### config.mk
export PLATFORM = sky130hd
export DESIGN_NAME = s2lab_back
export DESIGN_NICKNAME = d
export VERILOG_FILES = /design/src/rtl/s2lab_pkg.sv /design/src/rtl/s2lab_back.sv
export SDC_FILE = /design/constraint.sdc
export NUM_CORES = 1
export LEC_CHECK = 0
export CAP_MARGIN = 20
export CORE_UTILIZATION = 45
export DETAILED_ROUTE_END_ITERATION = 10
export DONT_BUFFER_PORTS = 1
export GPL_TIMING_DRIVEN = 0
export HOLD_SLACK_MARGIN = 0.08
export PLACE_DENSITY = 0.6
export SYNTH_ARGS = -nofsm -noshare
export SYNTH_HDL_FRONTEND = slang
export SYNTH_SLANG_ARGS = --single-unit
export TNS_END_PERCENT = 20
### constraint.sdc
create_clock -name clk_i -period 10.1 [get_ports clk_i]
set_clock_uncertainty 0.1 [all_clocks]
set_input_delay 1.01 -clock clk_i [delete_from_list [all_inputs] [get_ports clk_i]]
set_output_delay 1.01 -clock clk_i [all_outputs]
set_load 0.005 [all_outputs]
### src/rtl/s2lab_pkg.sv
// ----------------------------------------------------------------------------
// s2lab_pkg: shared types, constants and tables of the sRGB to L*a*b* pipeline
// Holds the sRGB gamma table (built at elaboration), the D65 XYZ matrix
// scaled by the reference white, and the knee function constants.
// ----------------------------------------------------------------------------
`default_nettype none

package s2lab_pkg;

  // widths of the internal fixed-point values
  localparam int LIN_W = 17;           // linear intensity, Q16 (0..65536)
  localparam int COEF_W = 16;          // matrix coefficient, Q16
  localparam int PROD_W = LIN_W + COEF_W;
  localparam int T_W = 34;             // t after clamping, Q32
  localparam int F_W = 21;             // knee output, Q20
  localparam int CBRT_STEPS = 21;      // one result bit per step

  typedef logic [LIN_W-1:0] lin_tab_t [256];
  typedef logic [COEF_W-1:0] coef_t;
  typedef logic [T_W-1:0] t_val_t;
  typedef logic [F_W-1:0] f_val_t;

  localparam logic [31:0] GAMMA_DEN = 32'd269025;

  // sRGB code to linear intensity, exact floor at 17 fraction bits then halved
  function automatic lin_tab_t build_lin_tab();
    lin_tab_t tab;
    logic [319:0] rhs;
    logic [319:0] den;
    logic [319:0] lhs;
    logic [31:0] n;
    logic [31:0] lo;
    logic [31:0] hi;
    logic [31:0] mid;
    for (int c = 0; c < 256; c++) begin
      if (c <= 10) begin
        tab[c] = LIN_W'((c * 655360 + 16473) / 32946);
      end else begin
        n = 32'(1000 * c + 14025);
        rhs = 320'd1;
        den = 320'd1;
        for (int k = 0; k < 12; k++) begin
          rhs = rhs * 320'(n);
          den = den * 320'(GAMMA_DEN);
        end
        rhs = rhs << 85;
        lo = 32'd0;
        hi = 32'd131072;
        for (int it = 0; it < 20; it++) begin
          if (lo < hi) begin
            mid = lo + ((hi - lo + 32'd1) >> 1);
            lhs = den;
            for (int k = 0; k < 5; k++) begin
              lhs = lhs * 320'(mid);
            end
            if (lhs <= rhs) begin
              lo = mid;
            end else begin
              hi = mid - 32'd1;
            end
          end
        end
        tab[c] = LIN_W'((lo + 32'd1) >> 1);
      end
    end
    return tab;
  endfunction

  localparam lin_tab_t LIN_TAB = build_lin_tab();

  // sRGB to XYZ matrix, each row divided by the D65 white, Q16
  localparam coef_t KXR = COEF_W'((64'd41240 * 64'd65536 + 64'd47523) / 64'd95047);
  localparam coef_t KXG = COEF_W'((64'd35760 * 64'd65536 + 64'd47523) / 64'd95047);
  localparam coef_t KXB = COEF_W'((64'd18050 * 64'd65536 + 64'd47523) / 64'd95047);
  localparam coef_t KYR = COEF_W'((64'd2126 * 64'd65536 + 64'd5000) / 64'd10000);
  localparam coef_t KYG = COEF_W'((64'd7152 * 64'd65536 + 64'd5000) / 64'd10000);
  localparam coef_t KYB = COEF_W'((64'd722 * 64'd65536 + 64'd5000) / 64'd10000);
  localparam coef_t KZR = COEF_W'((64'd1930 * 64'd65536 + 64'd54441) / 64'd108883);
  localparam coef_t KZG = COEF_W'((64'd11920 * 64'd65536 + 64'd54441) / 64'd108883);
  localparam coef_t KZB = COEF_W'((64'd95050 * 64'd65536 + 64'd54441) / 64'd108883);

  // knee threshold in Q32 and linear-branch offset 16/116 in Q20
  localparam t_val_t KNEE_T = T_W'((64'd8856 << 32) / 64'd1000000);
  localparam f_val_t OFFSET_F = F_W'((64'd16 * 64'd1048576 + 64'd58) / 64'd116);

  // linear branch: floor((7787 t + 2048000) / 4096000) as a multiply by 1/125
  localparam logic [12:0] SLOPE_K = 13'd7787;
  localparam logic [39:0] LIN_BIAS = 40'd2048000;
  localparam logic [25:0] RECIP_125 = 26'(((64'd1 << 32) + 64'd124) / 64'd125);

endpackage

`default_nettype wire

### src/rtl/s2lab_back.sv
// ----------------------------------------------------------------------------
// s2lab_back: L*, a*, b* from the knee outputs
// Stage one scales the differences and forms the lightness numerator, stage
// two rounds and saturates into the output register.
// ----------------------------------------------------------------------------
`default_nettype none

module s2lab_back
  import s2lab_pkg::*;
#(
  parameter int FRAC_BITS = 8
) (
  input  wire logic          clk_i,
  input  wire logic          en_i,
  input  wire f_val_t        fx_i,
  input  wire f_val_t        fy_i,
  input  wire f_val_t        fz_i,
  output logic [14:0]        lightness_o,
  output logic signed [15:0] green_red_o,
  output logic signed [15:0] blue_yellow_o
);

  localparam int SH = 20 - FRAC_BITS;
  localparam int HALF = 1 << (SH - 1);
  localparam int CAP_RAW = 100 << FRAC_BITS;
  localparam int CAP = (CAP_RAW > 32767) ? 32767 : CAP_RAW;

  logic signed [29:0] lnum_q;
  logic signed [31:0] da_q, db_q;
  logic signed [21:0] dxy, dyz;
  logic [14:0] light_q;
  logic [15:0] a_q, b_q;
  logic [30:0] lrnd;
  logic [14:0] light_d;

  // Q20 to Q(FRAC_BITS), half away from zero, saturated to 16 bits
  function automatic logic [15:0] round_sat(input logic signed [31:0] v);
    logic [31:0] mag;
    logic [32:0] rnd;
    logic [16:0] m;
    logic [15:0] r;
    mag = v[31] ? 32'(-v) : 32'(v);
    rnd = (33'(mag) + 33'(HALF)) >> SH;
    if (v[31]) begin
      m = (rnd > 33'd32768) ? 17'd32768 : 17'(rnd);
      r = 16'(~m + 17'd1);
    end else begin
      m = (rnd > 33'd32767) ? 17'd32767 : 17'(rnd);
      r = 16'(m);
    end
    return r;
  endfunction

  // differences of the knee outputs
  assign dxy = $signed({1'b0, fx_i}) - $signed({1'b0, fy_i});
  assign dyz = $signed({1'b0, fy_i}) - $signed({1'b0, fz_i});

  // lightness rounding and clamping
  always_comb begin
    lrnd = (31'(lnum_q) + 31'(HALF)) >> SH;
    if (lnum_q <= 30'sd0) begin
      light_d = '0;
    end else if (lrnd > 31'(CAP)) begin
      light_d = 15'(CAP);
    end else begin
      light_d = 15'(lrnd);
    end
  end

  always_ff @(posedge clk_i) begin
    if (en_i) begin
      lnum_q <= $signed(30'(fy_i) * 30'd116) - 30'sd16777216;
      da_q <= 32'(dxy) * 32'sd500;
      db_q <= 32'(dyz) * 32'sd200;
      light_q <= light_d;
      a_q <= round_sat(da_q);
      b_q <= round_sat(db_q);
    end
  end

  assign lightness_o = light_q;
  assign green_red_o = $signed(a_q);
  assign blue_yellow_o = $signed(b_q);

endmodule

`default_nettype wire

==> results of run 1 <==
state kept, by name, indices dropped and copies added, names as in the netlist:
signal         flops
da_q              30
blue_yellow_o     16
lightness_o       15
db_q              28
lnum_q            27
green_red_o       16
logic make-up (layout without fill, tap and decap cells):
kind of cell	Yosys count	count (layout)	share of synthesized area, %
AO/OA/AOI/OAI	448	448	16.0
XOR/XNOR	184	184	8.54
adder cells (fa/ha/maj)	365	365	29.2
buffers and inverters	441	475	8.82
flip-flops	132	132	20.9
multiplexers	13	13	0.712
AND/OR/NAND/NOR	583	583	15.9
stage by stage:
step	setup slack (ns)	utilization (%)	hold slack [ns]	cell area, um2
6_report	1.44	49.1	0.565	20200
5_1_grt	0.728	49.1	0.547	20200
4_1_cts	1.36	49.0	0.548	20200
3_5_place_dp	0.923	47.7	0.620	19600
3_3_place_gp	1.02	47.7	0.605	19600
2_1_floorplan	2.22	-	0.535	19000
Yosys cell counts, types with 8 or more instances:
cell	n
a31oi_1	19
o21ai_0	89
nor4_1	17
nand3b_1	9
o211ai_1	8
nand2b_1	25
fa_1	131
and2_1	14
a21oi_1	104
clkbuf_1	48
edfxtp_1	132
a211oi_1	14
or4_1	8
inv_1	388
or2_2	13
a41oi_1	9
o21ai_1	8
xnor2_1	125
xor2_1	58
o31ai_1	17
a21boi_0	11
or3_1	18
mux2i_1	9
o21bai_1	18
a22oi_1	8
nor2_1	146
o21a_1	18
nor2b_1	21
nand2_1	123
a21o_1	43
nor3_1	53
nand3_1	50
ha_1	230
and3_1	22
nand4_1	26
and4_1	8
worst paths after layout:
path,startpoint,endpoint,slack [ns],depth (start not counted)
worst min-delay path,fy_i[0],lnum_q[2]$_DFFE_PP_,0.57,0
worst max-delay path,fx_i[0],da_q[31]$_DFFE_PP_,1.44,28
worst min register to register,lnum_q[15]$_DFFE_PP_,lightness_o[3]$_SDFFCE_PP0P_,0.63,2
worst max register to register,da_q[31]$_DFFE_PP_,green_red_o[12]$_DFFE_PP_,1.45,26
routing by layer:
layer / up-vias / track usage (%) / part of all wire, %
met5: - / 0 / 0
li1: 7537 / - / -
met4: 0 / 5.02 / 1.3
met1: 7097 / 30.2 / 51
met2: 351 / 30.1 / 41
met3: 26 / 4.18 / 6.3
area by class of cell:
| cell class | count | area (um2) | share of cell area [%] |
|---|---|---|---|
| clock buffers | 17 | 425 | 2.10 |
| repair buffers | 2 | 12.5 | 0.0619 |
| inverters | 388 | 1460 | 7.20 |
| plain buffers | 53 | 216 | 1.07 |
| well taps | 532 | 666 | 3.29 |
| clock inverters | 15 | 144 | 0.712 |
| multi-input cells | 1593 | 13300 | 65.9 |
| flip-flops and latches | 132 | 3960 | 19.6 |
worst max-delay path, delay by kind of cell:
family                     cells  cell delay (ns)
AOI/OAI and AO/OA             10             2.67
xor gates and xnor gates       3             1.20
adders and majority gates      6             2.51
buffers and inverters          4             0.20
muxes                          1             0.15
and+or+nand+nor                4             1.02
layout by cell type (no fill, tap or decap), types with 7 or more instances in the layout:
cell         n
clkbuf_1    48
xor2_1      58
a31oi_1     19
o21ai_0     89
nand2b_1    25
and3_1      22
nor3_1      53
o21ai_1      8
a21oi_1    104
nor2_1     146
o31ai_1     17
a41oi_1      9
nand4_1     26
o21bai_1    18
o21a_1      18
mux2i_1      9
nand2_1    123
a211o_1      7
ha_1       230
fa_1       131
and2_1      14
and4_1       8
a21boi_0    11
xnor2_1    125
nand3_1     50
a22oi_1      8
or4_1        8
o211ai_1     8
clkbuf_16   17
inv_1      388
edfxtp_1   132
nor2b_1     21
or3_1       18
a211oi_1    14
or2_2       13
a21o_1      43
o41ai_1      7
nand3b_1     9
nor4_1      17
==> qor.yml, run 1 <==
status:
  status: "finished clean"
global_routing:
  grt_pass1_wl_mm: 71.7
  grt_pass1_vias: 14105
  overflow: 0
  grt_max_degree: 133
  grt_usage_pct: 20.4
  antenna_found_initial: 1
timing:
  hold_violations: 0
  setup_violations: 0
  fmax_mhz: 115
  slew_violations: 0
  grt_setup_unrepaired: "false"
  relSlewSlack_pct: 30.1
  setup_tns_ns: 0
  worst_pin_slew_ns: 1.04
  min_period_ns: 8.66
  min_period_over_period_pct: 85.8
place:
  dpl.hpwl_mm: 35.9
  gp_congestion: 0.874
  dp_cells: 2699
  io_buffer_count: 0
clock_tree:
  clockRootBuffer: "clkbuf_16"
  cts_buffer_depth: 2
  clkLatencyLatePin_ns: 0.44
  path_clk_slew_ns: 0.07
  cts-resized-gates: 0
  post-cts-setup-buffer-count: 0
  cts_made_buffers: 17
  cts.sinks: 132
  cts.htree.levels: 4
  cts_tree: "done"
  hold_buffers: 0
worst_hold_path:
  worstHoldPathType: "in -> reg"
yosys:
  ys_seq_elements: 132
  ys_seq_area_share_pct: 20.9
  async_flop_share_pct: 0
  synth_edf_count: 132
  synth.top_cells.by_area: "edfxtp_1 21%, ha_1 15%, fa_1 14%, inv_1 7.7%, xnor2_1 5.8%"
  yosysTopAreaCellShare_pct: 20.9
  syn_inst: 2166
  synth_flop_cell: "edfxtp_1"
  synth_nets: 2592
  syn_area_mm2: 0.0190
  ys_types: 84
  synth_top_cell_by_area: "edfxtp_1"
  syn_area_per_cell_um2: 8.76
  yosysWarningCount: 0
floorplan:
  start_util_pct: 46.0
  fp.dieW_um: 207
  row_count: 74
  die_h_um: 207
  core_area_mm2: 0.0412
  dieArea_mm2: 0.0430
  io_pins: 112
setup_path:
  critPathSlowestCell: "xor2_1"
  cpPeakStageDelay_ns: 0.72
  path_max_fanout: 9
  cp-end-kind: "register"
  start_kind: "primary input"
  arrival_ns: 8.77
  required_ns: 10.21
  setup.worst_path.class: "in -> reg"
drt:
  vias: 15011
  wl_mm: 43.4
  first_iter_violations: 999
  drtPass1Iterations: 7
  wl_per_cell_um: 15.9
  viasPerCell: 5.49
  antenna_left: 0
  drc: 0
finish:
  nNetsFinal: 2613
  diodes: 0
  layout-drive-gt1-share_pct: 3.36
  area_growth_pct: 6.58
  num-fill-cells: 3868
  layout.cells.non_filler: 2732
run:
  drv_cap: 0
Power of run 1 is left out: the tool's default activity adds up to more than one toggle a clock period on the data nets, which glitch-free logic cannot reach.
==> run 2, diff against run 1 <==
- CORE_UTILIZATION: 45 -> 55
- PLACE_DENSITY: 0.6 -> 0.7
==> qor.yml, run 2 (synthesis results as in run 1) <==
clock_tree:
  hold_buffers: 0
  cts_made_buffers: 17
  clkLatencyLatePin_ns: 0.43
  cts_tree: "done"
  cts.htree.levels: 4
  cts-resized-gates: 0
  post-cts-setup-buffer-count: 0
  clockRootBuffer: "clkbuf_16"
  cts_buffer_depth: 2
  path_clk_slew_ns: 0.06
  cts.sinks: 132
drt:
  vias: 15193
  wl_per_cell_um: 15.8
  drc: 0
  first_iter_violations: 865
  wl_mm: 41.9
  antenna_left: 0
  drtPass1Iterations: 5
  viasPerCell: 5.74
timing:
  slew_violations: 0
  fmax_mhz: 114
  hold_violations: 0
  min_period_ns: 8.74
  setup_violations: 0
  relSlewSlack_pct: 26.9
  min_period_over_period_pct: 86.5
  setup_tns_ns: 0
  worst_pin_slew_ns: 1.09
  grt_setup_unrepaired: "false"
finish:
  area_growth_pct: 6.02
  mostFrequentLayoutCell: "inv_1"
  largest_register: "da_q"
  largest_reg_flops: 30
  multi_input_area_mm2: 0.0133
  mostFrequentLayoutCells: "388 x inv_1, 230 x ha_1, 146 x nor2_1, 132 x edfxtp_1, 131 x fa_1"
  layout-drive-gt1-share_pct: 3.32
  nNetsFinal: 2612
  num-fill-cells: 3048
  top_regs: "da_q: 30 flops, db_q: 28 flops, lnum_q: 27 flops"
  regArea_mm2: 0.00396
setup_path:
  setup.worst_path.class: "reg -> reg"
  reg2reg_from: "da_q[31]$_DFFE_PP_"
  start_kind: "register"
  path_max_fanout: 10
  required_ns: 10.24
  cp-end-kind: "register"
  crit_start: "da_q[31]$_DFFE_PP_"
  arrival_ns: 8.88
worst_hold_path:
  worstHoldStart: "fy_i[0]"
  worstHoldPathType: "in -> reg"
floorplan:
  fp.dieW_um: 188
  core_area_mm2: 0.0337
  dieArea_mm2: 0.0352
  io_pins: 112
  start_util_pct: 56.3
  row_count: 67
  die_h_um: 188
place:
  gp_congestion: 0.897
  dpl.hpwl_mm: 34.5
  io_buffer_count: 0
global_routing:
  antenna_found_initial: 1
  grt_max_degree: 133
  grt_pass1_vias: 14634
  overflow: 0
  grt_usage_pct: 24.4
  grt_pass1_wl_mm: 71.2
run:
  drv_cap: 0
status:
  status: "finished clean"
-- run 2: layout make-up --
cell class	count	area share, %
antenna	2	0.0249
buffer	53	1.08
clock buffer	17	2.12
clock inverter	15	0.722
inverter	388	7.24
multi-input combinational	1593	66.3
sequential	132	19.7
tap	448	2.79
timing repair buffer	1	0.0249
-- run 2: worst paths after layout --
check                                  to  slack (ns)  cells after the start
min reg2reg  lightness_o[3]$_SDFFCE_PP0P_        0.62                      2
max reg2reg     green_red_o[12]$_DFFE_PP_        1.36                     26
min                   lnum_q[2]$_DFFE_PP_        0.57                      0
max             green_red_o[12]$_DFFE_PP_        1.36                     26
-- run 2: metal layers --
metal  up-vias  part of all wire, %  global-route usage, %
met5         -                0.041                      0
met4         2                  1.2                   5.10
met3        31                  7.1                   4.66
met2       446                   42                   37.0
met1      7169                   50                   36.1
li1       7545                    -                      -
-- run 2: worst max-delay path: stages (launching register included) --
cell,delay [ns]
edfxtp_1,0.41
clkbuf_1,0.38
clkbuf_1,0.44
clkbuf_1,0.43
clkbuf_1,0.41
clkbuf_1,0.39
clkbuf_1,0.42
nand2_1,0.12
xnor2_1,0.17
ha_1,0.21
clkbuf_1,0.36
nand4_1,0.15
o211a_1,0.23
a221oi_4,0.45
a311oi_1,0.18
o311ai_0,0.90
o41ai_4,0.30
buf_6,0.22
nand2_1,0.08
ha_1,0.27
nand3_1,0.17
a311oi_1,0.41
nand2b_1,0.18
or3_1,0.39
nor3b_1,0.31
nor3b_1,0.11
a2111oi_2,0.33
-- run 2: per-stage QoR --
step	util, %	hold WS (ns)	instances	cell area, um2	worst slack [ns]
after floorplan	-	0.535	2166	19000	2.22
after global placement	58.0	0.601	2614	19500	1.17
after detailed placement	58.0	0.610	2615	19500	1.01
after CTS	59.7	0.558	2647	20100	1.43
after global routing	59.7	0.553	2647	20100	0.697
final	59.7	0.573	2649	20100	1.36
Power of run 2 is left out for the same reason.
==> run 3, diff against run 2 <==
- CELL_PAD_IN_SITES_DETAIL_PLACEMENT: default -> 0
- CELL_PAD_IN_SITES_GLOBAL_PLACEMENT: default -> 1
- CORE_UTILIZATION: 55 -> 51
- PLACE_DENSITY: 0.7 -> 0.82
==> qor.yml, run 3 (synthesis results as in run 1) <==
drt:
  viasPerCell: 5.60
  antenna_left: 0
  drtPass1Iterations: 7
  vias: 14941
  first_iter_violations: 961
  drc: 0
  wl_mm: 42.6
  wl_per_cell_um: 15.9
timing:
  fmax_mhz: 113
  hold_violations: 0
  min_period_ns: 8.81
  grt_setup_unrepaired: "false"
  setup_tns_ns: 0
  relSlewSlack_pct: 32.1
  min_period_over_period_pct: 87.3
  slew_violations: 0
  setup_violations: 0
  worst_pin_slew_ns: 1.01
finish:
  largest_reg_flops: 30
  multi_input_area_mm2: 0.0133
  nNetsFinal: 2614
  top_regs: "da_q: 30 flops, db_q: 28 flops, lnum_q: 27 flops"
  largest_register: "da_q"
  num-fill-cells: 3409
  diodes: 0
  layout-drive-gt1-share_pct: 3.41
  mostFrequentLayoutCell: "inv_1"
  layout.cells.non_filler: 2669
  area_growth_pct: 6.31
  stdcell_area_mm2: 0.0202
  mostFrequentLayoutCells: "388 x inv_1, 230 x ha_1, 146 x nor2_1, 132 x edfxtp_1, 131 x fa_1"
  regArea_mm2: 0.00396
place:
  gp_congestion: 0.884
  dp_cells: 2635
  placed_area_mm2: 0.0196
  io_buffer_count: 0
  dpl.hpwl_mm: 35.3
global_routing:
  grt_pass1_vias: 14092
  grt_pass1_wl_mm: 70.5
  grt_usage_pct: 22.8
  grt_max_degree: 133
  antenna_found_initial: 0
  overflow: 0
setup_path:
  path_max_fanout: 9
  reg2reg_from: "da_q[31]$_DFFE_PP_"
  crit_start: "fx_i[0]"
  crit_end: "da_q[31]$_DFFE_PP_"
  arrival_ns: 8.88
  regToRegEndpoint: "green_red_o[12]$_DFFE_PP_"
  setup.worst_path.class: "in -> reg"
  required_ns: 10.16
  cp-end-kind: "register"
  start_kind: "primary input"
  rr_worst_depth: 26
  rrSetupSlack_ns: 1.49
floorplan:
  row_count: 70
  dieArea_mm2: 0.0380
  die_h_um: 195
  core_area_mm2: 0.0366
  io_pins: 112
  start_util_pct: 51.8
  fp.dieW_um: 195
clock_tree:
  cts-resized-gates: 0
  clockRootBuffer: "clkbuf_16"
  cts.sinks: 132
  cts.htree.levels: 4
  cts_tree: "done"
  post-cts-setup-buffer-count: 0
  hold_buffers: 0
  cts_made_buffers: 17
  cts_buffer_depth: 2
  clkLatencyLatePin_ns: 0.43
  path_clk_slew_ns: 0.06
run:
  drv_cap: 0
status:
  status: "finished clean"
worst_hold_path:
  worstHoldPathType: "in -> reg"
-- run 3: cell type report --
class | instances | area share [%]
Buffer | 53 | 1.07
Clock buffer | 17 | 2.11
Clock inverter | 15 | 0.800
Inverter | 388 | 7.22
Multi-Input combinational cell | 1593 | 66.1
Sequential cell | 132 | 19.7
Tap cell | 468 | 2.90
Timing Repair Buffer | 3 | 0.124
-- run 3: worst min path at each step --
stage | startpoint | to | slack, ns | cells past startpoint
2_1_floorplan | lnum_q[15]$_DFFE_PP_ | lightness_o[3]$_SDFFCE_PP0P_ | 0.53 | 2
3_3_place_gp | lnum_q[15]$_DFFE_PP_ | lightness_o[3]$_SDFFCE_PP0P_ | 0.64 | 2
3_5_place_dp | lnum_q[15]$_DFFE_PP_ | lightness_o[3]$_SDFFCE_PP0P_ | 0.68 | 2
4_1_cts | fy_i[0] | lnum_q[2]$_DFFE_PP_ | 0.55 | 0
5_1_grt | fy_i[0] | lnum_q[2]$_DFFE_PP_ | 0.56 | 0
6_report | fy_i[0] | lnum_q[2]$_DFFE_PP_ | 0.58 | 0
-- run 3: worst max-delay path, stage by stage --
cell and delay [ns]:
inv_1 0.06, ha_1 0.24, fa_1 0.41, nor2b_1 0.12, o21ai_0 0.11, a21boi_0 0.28
o21ai_0 0.17, a21oi_1 0.28, o2111ai_1 0.22, a31oi_1 0.29, xor2_1 0.70, xor2_1 0.36
xnor2_1 0.13, fa_1 0.50, inv_1 0.06, fa_1 0.52, inv_1 0.05, fa_1 0.53
inv_1 0.04, ha_1 0.33, a211o_1 0.30, or3_1 0.32, a211oi_1 0.19, nor3_1 0.15
a41o_1 0.26, o41ai_1 0.56, mux2i_1 0.15, nor4_1 0.53
-- run 3: per-layer routing --
layer | part of all wire (%) | global-route usage [%] | vias up
met1 | 52 | 34.8 | 7081
met4 | 1.0 | 5.28 | 0
met2 | 42 | 33.8 | 296
met3 | 4.3 | 3.18 | 25
li1 | - | - | 7539
met5 | 0 | 0 | -
-- run 3: metrics by stage --
step	hold slack, ns	setup WS, ns	utilization, %
after floorplan	0.535	2.22	-
after global placement	0.638	0.863	53.4
after detailed placement	0.683	0.778	53.4
after CTS	0.552	1.23	55.0
after global routing	0.559	0.578	55.1
final	0.575	1.29	55.1
Power of run 3 is left out for the same reason.
